--- config.mk ---
export PLATFORM = sky130hd
export DESIGN_NAME = bitmap_block_allocator
export DESIGN_NICKNAME = d
export VERILOG_FILES = /design/src/rtl/bba_pkg.sv /design/src/rtl/bba_ram.sv /design/src/rtl/bba_scan.sv /design/src/rtl/bitmap_block_allocator.sv
export SDC_FILE = /design/constraint.sdc
export NUM_CORES = 2
export LEC_CHECK = 0
export ABC_CLOCK_PERIOD_IN_PS = 5960
export BUFFER_PORTS_ARGS = -buffer_cell sky130_fd_sc_hd__buf_2
export CAP_MARGIN = 20
export CORE_ASPECT_RATIO = 1.25
export CORE_MARGIN = 1.5
export CORE_UTILIZATION = 25
export CTS_CLUSTER_DIAMETER = 30
export CTS_CLUSTER_SIZE = 20
export DETAILED_ROUTE_END_ITERATION = 7
export PLACE_DENSITY = 0.45
export SLEW_MARGIN = 20
export SYNTH_ARGS = -nofsm -noshare
export SYNTH_HDL_FRONTEND = slang
export SYNTH_HIERARCHICAL = 1
export SYNTH_SLANG_ARGS = --single-unit
--- constraint.sdc ---
create_clock -name i_clk -period 5.96 [get_ports i_clk]
set_clock_uncertainty 0.2 [all_clocks]
set_input_delay 1.192 -clock i_clk [delete_from_list [all_inputs] [get_ports i_clk]]
set_output_delay 1.192 -clock i_clk [all_outputs]
set_load 0.05 [all_outputs]
--- src/rtl/bba_pkg.sv ---
// shared types and constants for the bitmap block allocator
// no dependencies; used by bba_scan and bitmap_block_allocator in rtl/
package bba_pkg;

    localparam int BBA_NUM_BLOCKS = 1024;
    localparam int BBA_WORD_W     = 32;
    localparam int BBA_BIT_W      = 5;

    localparam int BBA_BLOCK_W    = 11;
    localparam int BBA_GRANT_W    = 10;
    localparam int BBA_COUNT_W    = 11;
    localparam int BBA_STATUS_W   = 2;
    localparam int BBA_IN_DATA_W  = 16;
    localparam int BBA_OUT_DATA_W = 24;

    // request kinds carried on s_tuser
    localparam logic FN_ALLOC = 1'b0;
    localparam logic FN_FREE  = 1'b1;

    typedef enum logic [BBA_STATUS_W-1:0] {
        ST_OK    = 2'd0,
        ST_FULL  = 2'd1,
        ST_RANGE = 2'd2
    } t_status;

    typedef enum logic [2:0] {
        S_CLEAR,
        S_IDLE,
        S_SCAN,
        S_FREE,
        S_RESP
    } t_state;

    typedef struct packed {
        logic                 found;
        logic [BBA_BIT_W-1:0] bit_idx;
    } t_scan_res;

endpackage

--- src/rtl/bba_ram.sv ---
// generic single-write, single-read ram with registered read data
// depends on nothing
module bba_ram #(
    parameter int WIDTH = 32,
    parameter int DEPTH = 32,
    parameter int AW    = (DEPTH > 1) ? $clog2(DEPTH) : 1
) (
    input  logic             i_clk,
    input  logic             i_we,
    input  logic [AW-1:0]    i_waddr,
    input  logic [WIDTH-1:0] i_wdata,
    input  logic [AW-1:0]    i_raddr,
    output logic [WIDTH-1:0] o_rdata
);

    logic [WIDTH-1:0] r_mem [DEPTH];
    logic [WIDTH-1:0] r_rdata;

    always_ff @(posedge i_clk) begin
        if (i_we) begin
            r_mem[i_waddr] <= i_wdata;
        end
        r_rdata <= r_mem[i_raddr];
    end

    assign o_rdata = r_rdata;

endmodule

--- src/rtl/bba_scan.sv ---
// first-free finder for one bitmap word, padding bits of the last word count as used
// depends on bba_pkg
module bba_scan
    import bba_pkg::*;
#(
    parameter int LAST_BITS = BBA_WORD_W
) (
    input  logic [BBA_WORD_W-1:0] i_word,
    input  logic                  i_last,
    output t_scan_res             o_res
);

    localparam logic [BBA_WORD_W:0] LIVE_MASK =
        ((BBA_WORD_W+1)'(1) << LAST_BITS) - (BBA_WORD_W+1)'(1);
    localparam logic [BBA_WORD_W-1:0] PAD_MASK = ~LIVE_MASK[BBA_WORD_W-1:0];

    logic [BBA_WORD_W-1:0] w_eff;

    assign w_eff = i_last ? (i_word | PAD_MASK) : i_word;

    // walk from the top so the lowest zero bit wins
    always_comb begin
        o_res.found   = ~&w_eff;
        o_res.bit_idx = '0;
        for (int b = BBA_WORD_W - 1; b >= 0; b--) begin
            if (!w_eff[b]) begin
                o_res.bit_idx = BBA_BIT_W'(b);
            end
        end
    end

endmodule

--- src/rtl/bitmap_block_allocator.sv ---
// first-fit bitmap block allocator, map kept as 32-bit words in a ram
// allocate: first-fit scan from word 0, one word checked per cycle, up to the last word;
// no scan when no block is free; free: read the word, then clear its bit; out-of-range: no map access
// one item in flight at a time; the result waits in an output register
// reset: synchronous active-low; then a clearing pass over all ceil(NUM_BLOCKS/32) words
// zeroes the map, during which no item is accepted
module bitmap_block_allocator
    import bba_pkg::*;
#(
    parameter int NUM_BLOCKS = BBA_NUM_BLOCKS
) (
    input  logic                      i_clk,
    input  logic                      i_rst_n,
    input  logic                      s_tvalid,
    output logic                      s_tready,
    input  logic [BBA_IN_DATA_W-1:0]  s_tdata,   // [10:0] block, [15:11] zero
    input  logic                      s_tuser,   // [0] func
    output logic                      m_tvalid,
    input  logic                      m_tready,
    output logic [BBA_OUT_DATA_W-1:0] m_tdata    // [1:0] status, [11:2] granted_block,
                                                 // [22:12] free_count, [23] zero
);

    localparam int NUM_WORDS = (NUM_BLOCKS + BBA_WORD_W - 1) / BBA_WORD_W;
    localparam int WA_W      = (NUM_WORDS > 1) ? $clog2(NUM_WORDS) : 1;
    localparam int LAST_BITS = NUM_BLOCKS - (NUM_WORDS - 1) * BBA_WORD_W;
    localparam int CNT_W     = $clog2(NUM_BLOCKS + 1);
    localparam logic [WA_W-1:0]  LAST_WA   = WA_W'(NUM_WORDS - 1);
    localparam logic [CNT_W-1:0] CNT_RESET = CNT_W'(NUM_BLOCKS);

    t_state r_state, n_state;

    logic [WA_W-1:0]       r_addr, n_addr;
    logic [BBA_BIT_W-1:0]  r_bit, n_bit;
    logic [CNT_W-1:0]      r_free_cnt, n_free_cnt;
    t_status               r_res_status, n_res_status;
    logic [BBA_GRANT_W-1:0] r_res_grant, n_res_grant;
    logic                  r_out_valid, n_out_valid;
    logic [BBA_OUT_DATA_W-1:0] r_out_data, n_out_data;

    logic                  w_accept;
    logic [BBA_BLOCK_W-1:0] w_blk;
    logic                  w_in_range;
    logic [WA_W-1:0]       w_blk_word;
    logic                  w_we;
    logic [WA_W-1:0]       w_raddr;
    logic [BBA_WORD_W-1:0] w_wdata;
    logic [BBA_WORD_W-1:0] w_rdata;
    logic                  w_out_free;
    t_scan_res             w_scan;
    logic [31:0]           w_grant32;
    logic [31:0]           w_cnt32;
    logic [31:0]           w_blk_word32;

    assign w_blk        = s_tdata[BBA_BLOCK_W-1:0];
    assign w_in_range   = {21'd0, w_blk} < 32'(NUM_BLOCKS);
    assign w_blk_word32 = {21'd0, w_blk} >> BBA_BIT_W;
    assign w_blk_word   = w_blk_word32[WA_W-1:0];
    assign w_accept     = s_tvalid && s_tready;
    assign w_out_free   = !r_out_valid || m_tready;
    assign w_grant32    = {{(32-WA_W-BBA_BIT_W){1'b0}}, r_addr, w_scan.bit_idx};
    assign w_cnt32      = {{(32-CNT_W){1'b0}}, r_free_cnt};

    bba_ram #(
        .WIDTH (BBA_WORD_W),
        .DEPTH (NUM_WORDS),
        .AW    (WA_W)
    ) u_map (
        .i_clk   (i_clk),
        .i_we    (w_we),
        .i_waddr (r_addr),
        .i_wdata (w_wdata),
        .i_raddr (w_raddr),
        .o_rdata (w_rdata)
    );

    bba_scan #(
        .LAST_BITS (LAST_BITS)
    ) u_scan (
        .i_word (w_rdata),
        .i_last (r_addr == LAST_WA),
        .o_res  (w_scan)
    );

    // next state
    always_comb begin
        n_state = r_state;
        unique case (r_state)
            S_CLEAR: begin
                if (r_addr == LAST_WA) n_state = S_IDLE;
            end
            S_IDLE: begin
                if (w_accept) begin
                    if (s_tuser == FN_FREE) begin
                        n_state = w_in_range ? S_FREE : S_RESP;
                    end else begin
                        n_state = (r_free_cnt == '0) ? S_RESP : S_SCAN;
                    end
                end
            end
            S_SCAN: begin
                if (w_scan.found || r_addr == LAST_WA) n_state = S_RESP;
            end
            S_FREE: n_state = S_RESP;
            S_RESP: begin
                if (w_out_free) n_state = S_IDLE;
            end
            default: n_state = S_IDLE;
        endcase
    end

    // datapath and ram control
    always_comb begin
        n_addr       = r_addr;
        n_bit        = r_bit;
        n_free_cnt   = r_free_cnt;
        n_res_status = r_res_status;
        n_res_grant  = r_res_grant;
        n_out_valid  = r_out_valid;
        n_out_data   = r_out_data;
        s_tready     = 1'b0;
        w_we         = 1'b0;
        w_wdata      = '0;
        w_raddr      = r_addr;

        if (r_out_valid && m_tready) n_out_valid = 1'b0;

        unique case (r_state)
            S_CLEAR: begin
                w_we   = 1'b1;
                n_addr = r_addr + 1'b1;
            end
            S_IDLE: begin
                s_tready    = 1'b1;
                n_res_grant = '0;
                if (s_tuser == FN_FREE) begin
                    w_raddr      = w_blk_word;
                    n_addr       = w_blk_word;
                    n_bit        = w_blk[BBA_BIT_W-1:0];
                    n_res_status = w_in_range ? ST_OK : ST_RANGE;
                end else begin
                    w_raddr      = '0;
                    n_addr       = '0;
                    n_res_status = (r_free_cnt == '0) ? ST_FULL : ST_OK;
                end
            end
            S_SCAN: begin
                // read of the next word overlaps the check of this one
                w_raddr = r_addr + 1'b1;
                if (w_scan.found) begin
                    w_we         = 1'b1;
                    w_wdata      = w_rdata | (BBA_WORD_W'(1) << w_scan.bit_idx);
                    n_free_cnt   = r_free_cnt - 1'b1;
                    n_res_status = ST_OK;
                    n_res_grant  = w_grant32[BBA_GRANT_W-1:0];
                end else begin
                    n_addr = r_addr + 1'b1;
                    if (r_addr == LAST_WA) n_res_status = ST_FULL;
                end
            end
            S_FREE: begin
                if (w_rdata[r_bit]) begin
                    w_we       = 1'b1;
                    w_wdata    = w_rdata & ~(BBA_WORD_W'(1) << r_bit);
                    n_free_cnt = r_free_cnt + 1'b1;
                end
            end
            S_RESP: begin
                if (w_out_free) begin
                    n_out_valid = 1'b1;
                    n_out_data  = {1'b0, w_cnt32[BBA_COUNT_W-1:0], r_res_grant,
                                   r_res_status};
                end
            end
            default: ;
        endcase
    end

    always_ff @(posedge i_clk) begin
        if (!i_rst_n) begin
            r_state     <= S_CLEAR;
            r_addr      <= '0;
            r_free_cnt  <= CNT_RESET;
            r_out_valid <= 1'b0;
        end else begin
            r_state     <= n_state;
            r_addr      <= n_addr;
            r_free_cnt  <= n_free_cnt;
            r_out_valid <= n_out_valid;
        end
    end

    always_ff @(posedge i_clk) begin
        r_bit        <= n_bit;
        r_res_status <= n_res_status;
        r_res_grant  <= n_res_grant;
        r_out_data   <= n_out_data;
    end

    assign m_tvalid = r_out_valid;
    assign m_tdata  = r_out_data;

`ifndef NO_ASSERTIONS
    a_cnt_bound: assert property (@(posedge i_clk) disable iff (!i_rst_n)
        r_free_cnt <= CNT_RESET)
        else $error("free count above block count");

    a_scan_has_free: assert property (@(posedge i_clk) disable iff (!i_rst_n)
        r_state == S_SCAN |-> r_free_cnt != '0)
        else $error("scan started with no free block");

    a_scan_finds: assert property (@(posedge i_clk) disable iff (!i_rst_n)
        r_state == S_SCAN && r_addr == LAST_WA |-> w_scan.found)
        else $error("count says free but map is full");

    a_no_write_idle: assert property (@(posedge i_clk) disable iff (!i_rst_n)
        w_we |-> r_state != S_IDLE && r_state != S_RESP)
        else $error("map written outside an operation");
`endif

endmodule

* Word-level counts from Yosys, hierarchy flattened
Memories as Yosys holds them, arrays and structs flattened. A register that Yosys moved wholly into a read port is not among the register bits.
Index checks and enable logic that the tools add are counted.
** Operators by class
- Add/sub/neg operators :: 3
- Magnitude comparators :: 2
- Eq/ne operators :: 13
- Shift operators :: 2
- Mux-type cells :: 69
- Bitwise operators :: 3
- Reduce and logical (&&, ||, !) cells :: 19
** Operators with widths (count)
- $mux W5 :: 34
- $mux W32 :: 2
- $pmux W32 S2 :: 1
- $shl A1 B5 Y32 const A :: 2
- $and A32 B32 Y32 :: 1
- $not A32 Y32 :: 1
- $or A32 B32 Y32 :: 1
- $reduce_and A32 Y1 :: 1
- $mux W11 :: 2
- $pmux W11 S2 :: 1
- $mux W3 :: 7
- $pmux W10 S2 :: 1
- $pmux W3 S5 :: 1
- $pmux W5 S3 :: 1
- $add A11 B1 Y11 const B :: 1
- $logic_not A11 Y1 :: 1
- $lt A11 B11 Y1 const B :: 1
- $sub A11 B1 Y11 const B :: 1
- $mux W1 :: 10
- $mux W10 :: 1
- $ne A2 B2 Y1 const B :: 5
- $pmux W5 S2 :: 1
- $reduce_and A2 Y1 :: 5
- $mux W2 :: 4
- 19 further kinds :: 25
** Storage, ports and cells
- Register bits after elaboration :: 60
- RAM bits :: 1024
- Bits of input ports :: 21
- Output and inout bits :: 26
- Logic and storage cells :: 120
- Memories kept :: 1
** Memory list
- u_map.r_mem :: words 32, bits a word 32, read ports 1, clocked after Yosys merged registers in 1, write ports 1, RTL line bba_ram.sv:16 : logic [WIDTH-1:0] r_mem [DEPTH];

* Depth between registers and ports, before layout
- Word-level depth :: 36
- Depth in mapped cells :: 15
- Mapped depth without buffers :: 11

* Hierarchy
Netlist, hierarchy kept.
** Modules (own cells, without submodules)
- bba_ram :: instances 1, cells each 2260, area each 40491.3 µm², seq. area each 31390.1 µm²
- bitmap_block_allocator :: instances 1, cells each 421, area each 3871.2 µm², seq. area each 1601.5 µm²
- bba_scan :: instances 1, cells each 66, area each 392.9 µm², seq. area each 0.0 µm²

* Least setup slack after synthesis
No wires, ideal clock.
- Path type :: reg-to-reg
- Start :: register r_bit[0]
- End :: memory u_map.r_mem[28][0], enable pin
- Setup time :: 0.421 ns
- Arrival :: 3.765 ns
- Data required time :: 5.339 ns
- Setup slack :: 1.574 ns
- Stages on the path, launching flop included :: 12
- Buffers on the path :: 4
- Period minus slack after synthesis :: 4.386 ns
- Cells stage by stage :: edfxtp_1 -> buf_6 -> clkbuf_1 -> mux2i_1 -> a221oi_1 -> o221a_2 -> o22ai_2 -> clkbuf_1 -> nand2_1 -> or3b_2 -> clkbuf_1 -> nor2_1
** Between the ends
- Word-level cells in the longest chain between the ends :: 6
** RTL lines
- start, declared :: RTL line bitmap_block_allocator.sv:34 : logic [BBA_BIT_W-1:0] r_bit, n_bit;
- start signal, assigned :: RTL line bitmap_block_allocator.sv:194 : r_bit <= n_bit;
- $bmux W1 S5 :: RTL line bitmap_block_allocator.sv:162 : if (w_rdata[r_bit]) begin
- $mux W1 (implied by the code) :: RTL line bitmap_block_allocator.sv:162
- $mux W1 :: RTL line bitmap_block_allocator.sv:162
- $pmux W1 S3 :: RTL line bitmap_block_allocator.sv:128 : unique case (r_state)
- net w_we :: RTL line bitmap_block_allocator.sv:45 : logic w_we;
- $mux W1 :: RTL line bba_ram.sv:20 : if (i_we) begin
- $mux W1 (implied by the code) :: RTL line bba_ram.sv:21 : r_mem[i_waddr] <= i_wdata;
- end, declared :: RTL line bba_ram.sv:16
The timed path passes the listed nets, and every way through them passes these cells. The select of a mux whose other input is x is not followed.

* Worst setup path after layout
- Start :: register r_bit[0]
- End :: memory u_map.r_mem[1][22], enable pin
The elaborated chain is that of the path after synthesis.

==> results.json <==
{
  "status": "finished clean",
  "min_period_over_period_pct": 79.9,
  "gp_congestion": 0.864,
  "fmax_ghz": 0.210,
  "syn_nets": 2780,
  "synth_cells": 2747,
  "antenna_left": 0,
  "cts_root_buf": "clkbuf_16",
  "finalHoldViolCount": 0,
  "row_count": 173,
  "synth_cell_type_count": 57,
  "pre_cts_ws_ps": 1200,
  "maxCapViolCount": 0,
  "async_flop_share_pct": 0,
  "port_buffers": 40,
  "drtIter0Drc": 1900,
  "drt_first_pass_iters": 5,
  "power_density_nw_per_um2": 377,
  "cp.required_ps": 6170,
  "grt.total_usage_pct": 14.0,
  "grt-ovfl-total": 0,
  "grt_pass1_vias": 25400,
  "synth.avg_cell_area_sq_um": 16.3,
  "synth.cell_area_sq_um": 44800,
  "setup_violations": 0,
  "cts_tree": "yes",
  "ios": 47,
  "tightest_slew_ps": 1110,
  "cts-buffers-inserted": 184,
  "timing.setup.tns_ps": 0,
  "clk_latency_ps": 810,
  "synth_edf_count": 1064,
  "leakage_nw": 16.8,
  "layout.nets": 2962,
  "post-cts-setup-buffers": 0,
  "hold_path.class": "flop to flop",
  "dp.final_hpwl_um": 71800,
  "drive_gt1_share_pct": 17.8,
  "placed_cell_area_sq_um": 48600,
  "cp-end-kind": "flop",
  "synth-seq-cells": 1116,
  "die-width_um": 381,
  "syn_to_final_growth_pct": 23.3,
  "start_util_pct": 25.2,
  "fp.dieH_um": 476,
  "finish.instance_area_sq_um": 55200,
  "drv_slew": 0,
  "yosysMostFrequentCell": "edfxtp_1",
  "ys_warn_count": 6,
  "cp_max_fo": 19,
  "wl_um": 128000,
  "cts_buffer_depth": 3,
  "cts_sinks": 1116,
  "setup_ws_ps": 1200,
  "p_total_mw": 20.8,
  "crit_type": "flop to flop",
  "postCtsHoldBufs": 0,
  "ys_seq_area_share_pct": 73.7,
  "slew_headroom_pct": 26.2,
  "synth_common_cells": "edfxtp_1 (1064), mux2i_1 (520), nand2_1 (142)",
  "avgRoutedWirePerCell_um": 23.6,
  "grt_max_degree": 99,
  "synth_top_flop_cell": "edfxtp_1",
  "cts_max_level": 4,
  "rsz0062_at_grt": "no",
  "grt_pass1_wl_um": 183000,
  "post-synth-top-area-fraction_pct": 71.4,
  "drc": 0,
  "vias": 25100,
  "ir_drop_mv": 0.281,
  "avgViaCountPerCell": 4.60,
  "post-route-util_pct": 31.1,
  "synth_area_leader_cell": "edfxtp_1",
  "cp.arrival_ps": 4980,
  "clk_pin_slew_ps": 60,
  "timing.final.crit_period_ps": 4760,
  "antenna_found_initial": 7,
  "synth_area_leaders": "edfxtp_1 (71%), mux2i_1 (12%), dfxtp_1 (2.3%)",
  "core_area_sq_um": 178000,
  "die_area_sq_um": 182000,
  "cts-resized-gates": 0,
  "start_kind": "flop"
}
## registers in the layout, indices dropped and copies added, names as in the netlist, 2 cells and up
name and count:
r_addr 5, r_res_status 2, m_tdata 23, r_state 3, u_map/r_mem 1024, r_res_grant 10
r_bit 5, u_map/o_rdata 32, r_free_cnt 11
## layout make-up
| cell class | instances | area [sq um] |
|---|---|---|
| fillers | 17300 | 123000 |
| flip-flops and latches | 1116 | 33000 |
| multi-input cells | 1461 | 11300 |
| clock buffers | 204 | 4770 |
| well taps | 2362 | 2960 |
| clock inverters | 141 | 1750 |
| repair buffers | 151 | 1360 |
| inverters | 15 | 56.3 |
| diodes | 1 | 2.50 |
## per-layer routing
metal | routed length (um) | global-route usage [%]
met5 | 28 | 0
met4 | 3380 | 5.08
met3 | 5200 | 2.25
met2 | 64800 | 24.3
met1 | 55000 | 17.4
## metrics by stage
step,hold WS (ps),cells
finish,213,5451
global route,225,5451
CTS,217,5450
detailed placement,205,5105
global placement,205,5102
floorplan,200,2747
## critical path, cell delays in order, from the launching register on
cell	delay, ps
edfxtp_1	860
mux2i_1	170
a221oi_1	340
o221a_2	290
o22ai_4	80
nand2_1	120
nand3b_1	650
nor2_4	960
buf_4	610
## path summary, 6_finish.rpt
kind                   from                 end  slack (ps)  cells after the start
max                r_bit[0]  u_map/r_mem[1][22]        1200                      8
min          r_res_grant[6]          m_tdata[8]         210                      0
max reg2reg        r_bit[0]  u_map/r_mem[1][22]        1200                      8
min reg2reg  r_res_grant[6]          m_tdata[8]         210                      0
## power breakdown
part           total [mW]  leakage (nW)  internal [mW]  switching, mW
Combinational        1.02          5.16          0.348          0.671
Sequential           8.77          8.53           8.63          0.147
Clock                11.0          3.13           7.16           3.86
## cell families (layout without fill, tap and decap cells)
logic type	count (synthesis)	in the layout	share of synthesized area [%]
and+or+nand+nor	454	454	4.87
buffers and inverters	170	511	2.09
AOI/OAI and AO/OA	455	455	6.70
adders and majority gates	12	12	0.352
DFF	1116	1116	73.7
other	1	2	0.00838
muxes	529	529	12.1
xor gates and xnor gates	10	10	0.196
## cells in the final DEF (no fill, tap or decap), types with 6 or more instances in the layout
cell,instances
mux4_2,8
nand2_1,141
edfxtp_1,1064
nand4_1,10
buf_2,40
mux2i_1,520
buf_12,24
xnor2_1,9
clkinv_1,22
a31oi_1,38
bufinv_16,31
nor3_1,47
or3_1,6
nand3b_1,12
o21ai_4,11
ha_1,11
a22o_1,71
o21ai_2,9
a21oi_1,124
clkbuf_1,14
clkbuf_16,187
clkinvlp_4,23
buf_4,85
inv_6,13
dfxtp_1,52
nor2_1,35
a22oi_1,122
nand3_1,116
inv_1,14
and3_1,13
clkinv_4,13
o21ai_0,38
nor2_4,33
o21ai_1,12
clkinv_2,27
Power figures use the tool's default switching activity.
